--- src/hw/rtl/hri_pkg.sv ---
// ----------------------------------------------------------------------------
// hri_pkg - shared types and constants of the Halton radical inverse block
// Field widths, datapath widths and the controller/datapath interface.
// ----------------------------------------------------------------------------
`default_nettype none

package hri_pkg;

   localparam int INDEX_W    = 32;  // sample index width
   localparam int RADIX_W    = 8;   // base width
   localparam int FRACTION_W = 24;  // result field width
   localparam int FRAC_BITS  = 24;  // quotient bits formed (8..32)
   localparam int ACC_W      = 40;  // reversed digits and b^k, both below 2^40
   localparam int DIV_STEPS  = INDEX_W;
   localparam int CNT_W      = $clog2(DIV_STEPS);

   // controller -> datapath
   typedef struct packed {
      logic load;       // capture a new transaction
      logic div_step;   // one bit of index / radix
      logic acc;        // fold the digit into reversed value and b^k
      logic frac_step;  // one bit of reversed / b^k
   } cmd_type;

   // datapath -> controller
   typedef struct packed {
      logic idx_zero;   // no digits left
      logic bad;        // radix below two
   } sts_type;

endpackage

`default_nettype wire

--- src/hw/rtl/hri_datapath.sv ---
// ----------------------------------------------------------------------------
// hri_datapath - digit extraction, accumulation and scaled division
// Restoring divider for index / radix, one multiply-add per digit, then a
// restoring divider forming reversed / b^k one fraction bit per cycle.
// ----------------------------------------------------------------------------
`default_nettype none

module hri_datapath (
   input  wire                              clock,
   input  wire  hri_pkg::cmd_type           cmd,
   input  wire  [hri_pkg::INDEX_W-1:0]      req_sample_index,
   input  wire  [hri_pkg::RADIX_W-1:0]      req_radix,
   output hri_pkg::sts_type                 sts,
   output logic [hri_pkg::FRACTION_W-1:0]   rsp_fraction,
   output logic                             rsp_bad_radix
);

   logic [hri_pkg::INDEX_W-1:0]    idx_ff, idx_in;   // dividend, becomes quotient
   logic [hri_pkg::RADIX_W-1:0]    base_ff, base_in;
   logic [hri_pkg::RADIX_W-1:0]    dig_ff, dig_in;   // partial remainder = digit
   logic [hri_pkg::ACC_W-1:0]      rev_ff, rev_in;   // reversed digits / remainder
   logic [hri_pkg::ACC_W-1:0]      den_ff, den_in;   // b^k
   logic [hri_pkg::FRACTION_W-1:0] q_ff, q_in;
   logic                           bad_ff, bad_in;

   logic [hri_pkg::RADIX_W:0]              dig_sh;
   logic                                   dig_ge;
   logic [hri_pkg::ACC_W+hri_pkg::RADIX_W-1:0] rev_prod;
   logic [hri_pkg::ACC_W+hri_pkg::RADIX_W-1:0] den_prod;
   logic [hri_pkg::ACC_W:0]                rem_sh;
   logic                                   rem_ge;

   always_comb begin
      dig_sh   = {dig_ff, idx_ff[hri_pkg::INDEX_W-1]};
      dig_ge   = dig_sh >= {1'b0, base_ff};
      rev_prod = rev_ff * base_ff;
      den_prod = den_ff * base_ff;
      rem_sh   = {rev_ff, 1'b0};
      rem_ge   = rem_sh >= {1'b0, den_ff};
   end

   always_comb begin
      idx_in  = idx_ff;
      base_in = base_ff;
      dig_in  = dig_ff;
      rev_in  = rev_ff;
      den_in  = den_ff;
      q_in    = q_ff;
      bad_in  = bad_ff;
      priority if (cmd.load) begin
         idx_in  = req_sample_index;
         base_in = req_radix;
         dig_in  = '0;
         rev_in  = '0;
         den_in  = hri_pkg::ACC_W'(1);
         q_in    = '0;
         bad_in  = req_radix < hri_pkg::RADIX_W'(2);
      end else if (cmd.div_step) begin
         idx_in = {idx_ff[hri_pkg::INDEX_W-2:0], dig_ge};
         dig_in = dig_ge ? hri_pkg::RADIX_W'(dig_sh - {1'b0, base_ff})
                         : dig_sh[hri_pkg::RADIX_W-1:0];
      end else if (cmd.acc) begin
         rev_in = rev_prod[hri_pkg::ACC_W-1:0] + hri_pkg::ACC_W'(dig_ff);
         den_in = den_prod[hri_pkg::ACC_W-1:0];
         dig_in = '0;
      end else if (cmd.frac_step) begin
         rev_in = rem_ge ? hri_pkg::ACC_W'(rem_sh - {1'b0, den_ff})
                         : rem_sh[hri_pkg::ACC_W-1:0];
         // shifting left drops the high bits: the field keeps the low bits
         q_in   = {q_ff[hri_pkg::FRACTION_W-2:0], rem_ge};
      end
   end

   always_ff @(posedge clock) begin
      idx_ff  <= idx_in;
      base_ff <= base_in;
      dig_ff  <= dig_in;
      rev_ff  <= rev_in;
      den_ff  <= den_in;
      q_ff    <= q_in;
      bad_ff  <= bad_in;
   end

   assign sts.idx_zero  = idx_ff == '0;
   assign sts.bad       = bad_ff;
   assign rsp_fraction  = q_ff;
   assign rsp_bad_radix = bad_ff;

endmodule

`default_nettype wire

--- src/hw/rtl/hri_control.sv ---
// ----------------------------------------------------------------------------
// hri_control - sequencer of the Halton radical inverse block
// Steps the datapath through digit division, accumulation and final scaled
// division (none on a bad radix), then strobes the result for one cycle.
// ----------------------------------------------------------------------------
`default_nettype none

module hri_control (
   input  wire                      clock,
   input  wire                      reset,
   input  wire                      start,
   input  wire  hri_pkg::sts_type   sts,
   output hri_pkg::cmd_type         cmd,
   output logic                     busy,
   output logic                     rsp_valid
);

   typedef enum logic [5:0] {
      S_IDLE = 6'b000001,
      S_TEST = 6'b000010,
      S_DIV  = 6'b000100,
      S_ACC  = 6'b001000,
      S_FRAC = 6'b010000,
      S_DONE = 6'b100000
   } state_type;

   localparam logic [hri_pkg::CNT_W-1:0] DIV_LAST  = hri_pkg::CNT_W'(hri_pkg::DIV_STEPS - 1);
   localparam logic [hri_pkg::CNT_W-1:0] FRAC_LAST = hri_pkg::CNT_W'(hri_pkg::FRAC_BITS - 1);

   state_type                   state_ff, state_in;
   logic [hri_pkg::CNT_W-1:0]   cnt_ff, cnt_in;

   always_comb begin
      state_in = state_ff;
      cnt_in   = cnt_ff;
      cmd      = '0;
      unique case (state_ff)
         S_IDLE: begin
            if (start) begin
               cmd.load = 1'b1;
               state_in = S_TEST;
            end
         end
         S_TEST: begin
            priority if (sts.bad) begin
               state_in = S_DONE;
            end else if (sts.idx_zero) begin
               cnt_in   = FRAC_LAST;
               state_in = S_FRAC;
            end else begin
               cnt_in   = DIV_LAST;
               state_in = S_DIV;
            end
         end
         S_DIV: begin
            cmd.div_step = 1'b1;
            cnt_in       = cnt_ff - 1'b1;
            if (cnt_ff == '0) state_in = S_ACC;
         end
         S_ACC: begin
            cmd.acc  = 1'b1;
            state_in = S_TEST;
         end
         S_FRAC: begin
            cmd.frac_step = 1'b1;
            cnt_in        = cnt_ff - 1'b1;
            if (cnt_ff == '0) state_in = S_DONE;
         end
         S_DONE: begin
            state_in = S_IDLE;
         end
         default: begin
            state_in = S_IDLE;
         end
      endcase
   end

   always_ff @(posedge clock) begin
      if (reset) begin
         state_ff <= S_IDLE;
         cnt_ff   <= '0;
      end else begin
         state_ff <= state_in;
         cnt_ff   <= cnt_in;
      end
   end

   assign busy      = state_ff != S_IDLE;
   assign rsp_valid = state_ff == S_DONE;

endmodule

`default_nettype wire

--- src/hw/rtl/halton_radical_inverse_top.sv ---
// ----------------------------------------------------------------------------
// halton_radical_inverse_top - Halton radical inverse, 0.24 fixed point
// Mirrors the base-b digits of a 32-bit index about the radix point.
// ----------------------------------------------------------------------------
// One transaction at a time. A transaction is taken at a clock edge with
// start high and busy low; busy then stays high until the result has been
// shown. The result (rsp_fraction, rsp_bad_radix) is on the ports for exactly
// one cycle with rsp_valid high, and the receiver cannot hold it off, so it
// must take it in that cycle. The block works through the k base-b digits of
// the index (k = 0 for index zero, at most 32 for base 2), then the fraction;
// a bad radix (0 or 1) is answered straight from the test state with fraction
// 0. Each digit is pulled off the index by a one-bit-per-cycle restoring
// divider, after a test and before a multiply-add, and then a
// one-bit-per-cycle divider forms reversed / b^k. The result is exact:
// floor(reversed * 2^FRAC_BITS / b^k), truncated, low 24 bits kept.
// ----------------------------------------------------------------------------
`default_nettype none

module halton_radical_inverse_top (
   input  wire                              clock,
   input  wire                              reset,
   // request side
   input  wire                              start,
   output logic                             busy,
   input  wire  [hri_pkg::INDEX_W-1:0]      req_sample_index,
   input  wire  [hri_pkg::RADIX_W-1:0]      req_radix,
   // response side, one-cycle strobe
   output logic                             rsp_valid,
   output logic [hri_pkg::FRACTION_W-1:0]   rsp_fraction,
   output logic                             rsp_bad_radix
);

   hri_pkg::cmd_type cmd;   // sequencer commands
   hri_pkg::sts_type sts;   // datapath status

   hri_control u_control (
      .clock     (clock),
      .reset     (reset),
      .start     (start),
      .sts       (sts),
      .cmd       (cmd),
      .busy      (busy),
      .rsp_valid (rsp_valid)
   );

   // load only when the transaction is really taken (cmd.load is gated by idle)
   hri_datapath u_datapath (
      .clock            (clock),
      .cmd              (cmd),
      .req_sample_index (req_sample_index),
      .req_radix        (req_radix),
      .sts              (sts),
      .rsp_fraction     (rsp_fraction),
      .rsp_bad_radix    (rsp_bad_radix)
   );

endmodule

`default_nettype wire

--- config.mk ---
export PLATFORM = sky130hd
export DESIGN_NAME = halton_radical_inverse_top
export DESIGN_NICKNAME = d
export VERILOG_FILES = /design/src/hw/rtl/hri_pkg.sv /design/src/hw/rtl/hri_datapath.sv /design/src/hw/rtl/hri_control.sv /design/src/hw/rtl/halton_radical_inverse_top.sv
export SDC_FILE = /design/constraint.sdc
export NUM_CORES = 2
export LEC_CHECK = 0
export ABC_AREA = 0
export ABC_CLOCK_PERIOD_IN_PS = 5240
export BUFFER_PORTS_ARGS = -buffer_cell sky130_fd_sc_hd__buf_2
export CAP_MARGIN = 20
export CORE_MARGIN = 2
export CORE_UTILIZATION = 50
export DETAILED_ROUTE_END_ITERATION = 7
export GPL_ROUTABILITY_DRIVEN = 0
export PLACE_DENSITY = 0.72
export SLEW_MARGIN = 20
export SYNTH_ARGS = -nofsm -noshare
export SYNTH_HDL_FRONTEND = slang
export SYNTH_HIERARCHICAL = 1
export SYNTH_SLANG_ARGS = --single-unit
--- constraint.sdc ---
create_clock -name clock -period 5.24 [get_ports clock]
set_input_delay 1.048 -clock clock [delete_from_list [all_inputs] [get_ports clock]]
set_output_delay 1.048 -clock clock [all_outputs]
set_load 0.01 [all_outputs]
==> flow_summary.yaml <==
hold_path:
  hold_class: "register to register"
  min-delay-start: "u_datapath/rsp_fraction[23]"
synthesis:
  synth_top_area_share_pct: 30.8
  synth.net_count: 3872
  ys_async_sr_fraction_pct: 0
  ys_ff_latch: 164
  synth_top_family_by_area: "adder cells"
  synth_compound_area_share_pct: 12.8
  ys_top_cells_by_area: "fa_1 31%, dfxtp_1 9.1%, ha_1 8.2%"
  synth_fa_ha_area_share_pct: 38.9
  synth-xor-area-share_pct: 3.84
  synth_top_area_cell: "fa_1"
  synth_cell_type_count: 101
  syn_avg_cell_area_sq_um: 8.39
  muxShareOfSynthArea_pct: 2.09
  yosysMostFrequentCell: "inv_1"
  synth_flop_cell: "dfxtp_1"
  synth-simple-area-share_pct: 18.9
  synth_edf_count: 41
  yosysWarnings: 6
  yosysSeqAreaShare_pct: 13.6
  synth_commonest_cells: "531 x inv_1, 417 x fa_1, 355 x nand2_1, 330 x nor2_1, 239 x and2_1"
  syn_inst: 3235
  netlist_area_sq_mm: 0.0271
layout:
  antenna_cells: 0
  drive_gt1_share_pct: 19.3
  nets: 4135
  final_cells: 4207
  area_delta_synth_final_pct: 19.2
  utilization_pct: 60.2
worst_setup_path:
  cp.arrival_ps: 5790
  end_kind: "register"
  r2r_setup_slack_ps: -200
  cp_common_cell: "fa_1"
  endpoint: "u_datapath/den_ff[37]"
  worstPathCellList: "buf_6, inv_2, buf_12, nor2_1, fa_1, inv_2, fa_1, inv_1, fa_1, inv_1, fa_1, inv_2, ha_4, o211ai_1, a21o_1, a31o_4, o31ai_4, a41o_2, a21oi_4, a31oi_4, a31oi_1, or4_1, o311ai_1"
  crit_required_ps: 5600
  slowest_delay_ps: 540
  critPathTopFamily: "adder cells"
  r2r-start: "u_datapath/base_ff[3]"
  critical_path.max_fanout: 5
  cp-startpoint: "u_datapath/base_ff[3]"
  worstSetupPathType: "register to register"
  cp.depth: 23
  r2r-end: "u_datapath/den_ff[37]"
  start_kind: "register"
  crit_slowest_cell: "fa_1"
  critPathBufInv: 7
  rr_worst_depth: 23
grt:
  grt_pass1_vias: 23781
  gr-usage-all-layers_pct: 26.4
  grt_max_degree: 105
  grt_pass1_wl_um: 121000
  globalRoute.totalOverflow: 0
  antenna_found_initial: 0
run_status:
  violations: "setup timing"
  outcome: "finished, violations left"
drt:
  vias: 23367
  wire_per_inst_um: 17.8
  viasPerCell: 5.55
  drtIter0Drc: 1690
  first_pass_iters: 6
  antenna_left: 0
  routed_wl_um: 75000
  drc: 0
power_and_ir_drop:
  power_density_mw_per_mm2: 116
  leakage_nw: 15.5
  total_power_mw: 3.74
  vdd_ir_drop_max_v: 0.000200
floorplan:
  die-area_sq_mm: 0.0562
  die_width_um: 237
  rows: 85
  initial_core_util_pct: 50.5
  die_y_um: 237
  io_pins: 70
  placeableCoreArea_sq_mm: 0.0537
clocking:
  clk_latency_ps: 460
  ctsHtreeMaxLevel: 4
  clock_sinks: 164
  cts.clk_slew.worst_paths_ps: 70
  cts_buffers: 17
  cts_tree: "done"
  clk_path_buf_depth: 2
  clockRootBuffer: "clkbuf_16"
sta:
  fin_crit_sh_pct: 104
  rsz0062_at_grt: "yes"
  min_period_ps: 5440
  setup_viol: 18
  fmax_mhz: 184
  drv_slew: 0
  fin_skew_ps: 18.2
  worst_pin_slew_ps: 887
  fin_ws_ps: -197
  hold_viol_final: 0
  relSlewSlack_pct: 40.8
flow_run:
  maxCapViolations: 0
placement:
  hpwlAfterDp_um: 56800
  placedCellCount: 4130
  port_buffers: 69
-- per-stage QoR --
| step | setup slack [ps] | setup TNS [ps] | instance area, sq um | hold WS (ps) |
|---|---|---|---|---|
| after detailed placement | -369 | -3770 | 30100 | 456 |
| after CTS | -102 | -525 | 30900 | 467 |
| final | -197 | -1270 | 32300 | 466 |
| after global placement | -324 | -2670 | 30100 | 445 |
| after floorplan | 1.02 | 0 | 27200 | 449 |
| after global routing | -363 | -6240 | 32300 | 481 |
-- power by group --
group	internal (mW)	total, mW	switching, mW
sequential	1.40	1.46	0.0522
clock	0.694	1.29	0.594
combinational	0.412	0.998	0.586
-- placed cells by master, fill, tap and decap left out, types with 20 or more instances in the layout --
cell type	instances
a31oi_1	23
a21oi_2	20
nand3_1	24
ha_1	145
edfxtp_1	41
buf_2	69
and2_1	234
inv_1	518
xor2_1	35
a21oi_1	162
nor2_1	309
nand2_1	345
xnor2_1	80
a21o_1	46
o211ai_1	23
ha_4	30
buf_12	20
clkbuf_16	27
o21ai_0	53
buf_4	259
buf_6	29
mux2_2	35
fa_1	406
dfxtp_1	123
-- sequential cells by signal, summed over array words and instances, names as in the netlist --
signal,flops
u_datapath/idx_ff,32
u_datapath/base_ff,8
u_datapath/rev_ff,40
u_datapath/den_ff,40
u_datapath/rsp_bad_radix,1
u_datapath/rsp_fraction,24
u_control/state_ff,6
u_datapath/dig_ff,8
u_control/cnt_ff,5
-- cell families (layout without fill, tap and decap cells) --
logic type / count (synthesis) / after routing
buffers and inverters: 689 / 965
flip-flops: 164 / 164
adder cells (fa/ha/maj): 594 / 594
AO/OA/AOI/OAI: 525 / 525
multiplexers: 52 / 52
AND/OR/NAND/NOR: 1092 / 1092
XOR/XNOR: 119 / 119
-- layout make-up --
cell class	count	area, sq um
fill	4471	21400
sequential	164	3690
timing repair buffer	387	3260
inverter	546	2060
clock buffer	21	462
tap	696	871
clock inverter	11	114
multi-input combinational	2382	21900
-- worst reg2reg max path, stage by stage (launching register included) --
cell and delay [ps]:
edfxtp_1 400, buf_6 170, inv_2 80, buf_12 120, nor2_1 50, fa_1 520, inv_2 40, fa_1 540
inv_1 60, fa_1 490, inv_1 50, fa_1 500, inv_2 60, ha_4 270, o211ai_1 80, a21o_1 200
a31o_4 250, o31ai_4 260, a41o_2 310, a21oi_4 90, a31oi_4 170, a31oi_1 120, or4_1 410, o311ai_1 90
-- how the worst min path moves through the flow --
stage                                        to  slack (ps)  depth (start not counted)
floorplan                  u_datapath/den_ff[3]         450                          2
global placement    u_datapath/rsp_fraction[23]         440                          2
detailed placement  u_datapath/rsp_fraction[14]         460                          2
CTS                 u_datapath/rsp_fraction[14]         470                          2
global route        u_datapath/rsp_fraction[13]         480                          2
finish              u_datapath/rsp_fraction[23]         470                          2
-- metal layers --
layer / track usage (%) / vias to the layer above / share of wire, %
li1: - / 10849 / -
met1: 36.4 / 11525 / 43
met2: 43.8 / 839 / 48
met3: 3.44 / 154 / 6.3
met4: 7.67 / 0 / 3.1
met5: 0 / - / 0
-- what timing repair did --
action,in CTS,in global routing
hold buffers,0,0
setup buffers,9,26
cloned,0,10
setup endpoints to repair,29,38
gates resized for setup,55,201
pin swaps,19,132
Power figures use the tool's default switching activity.
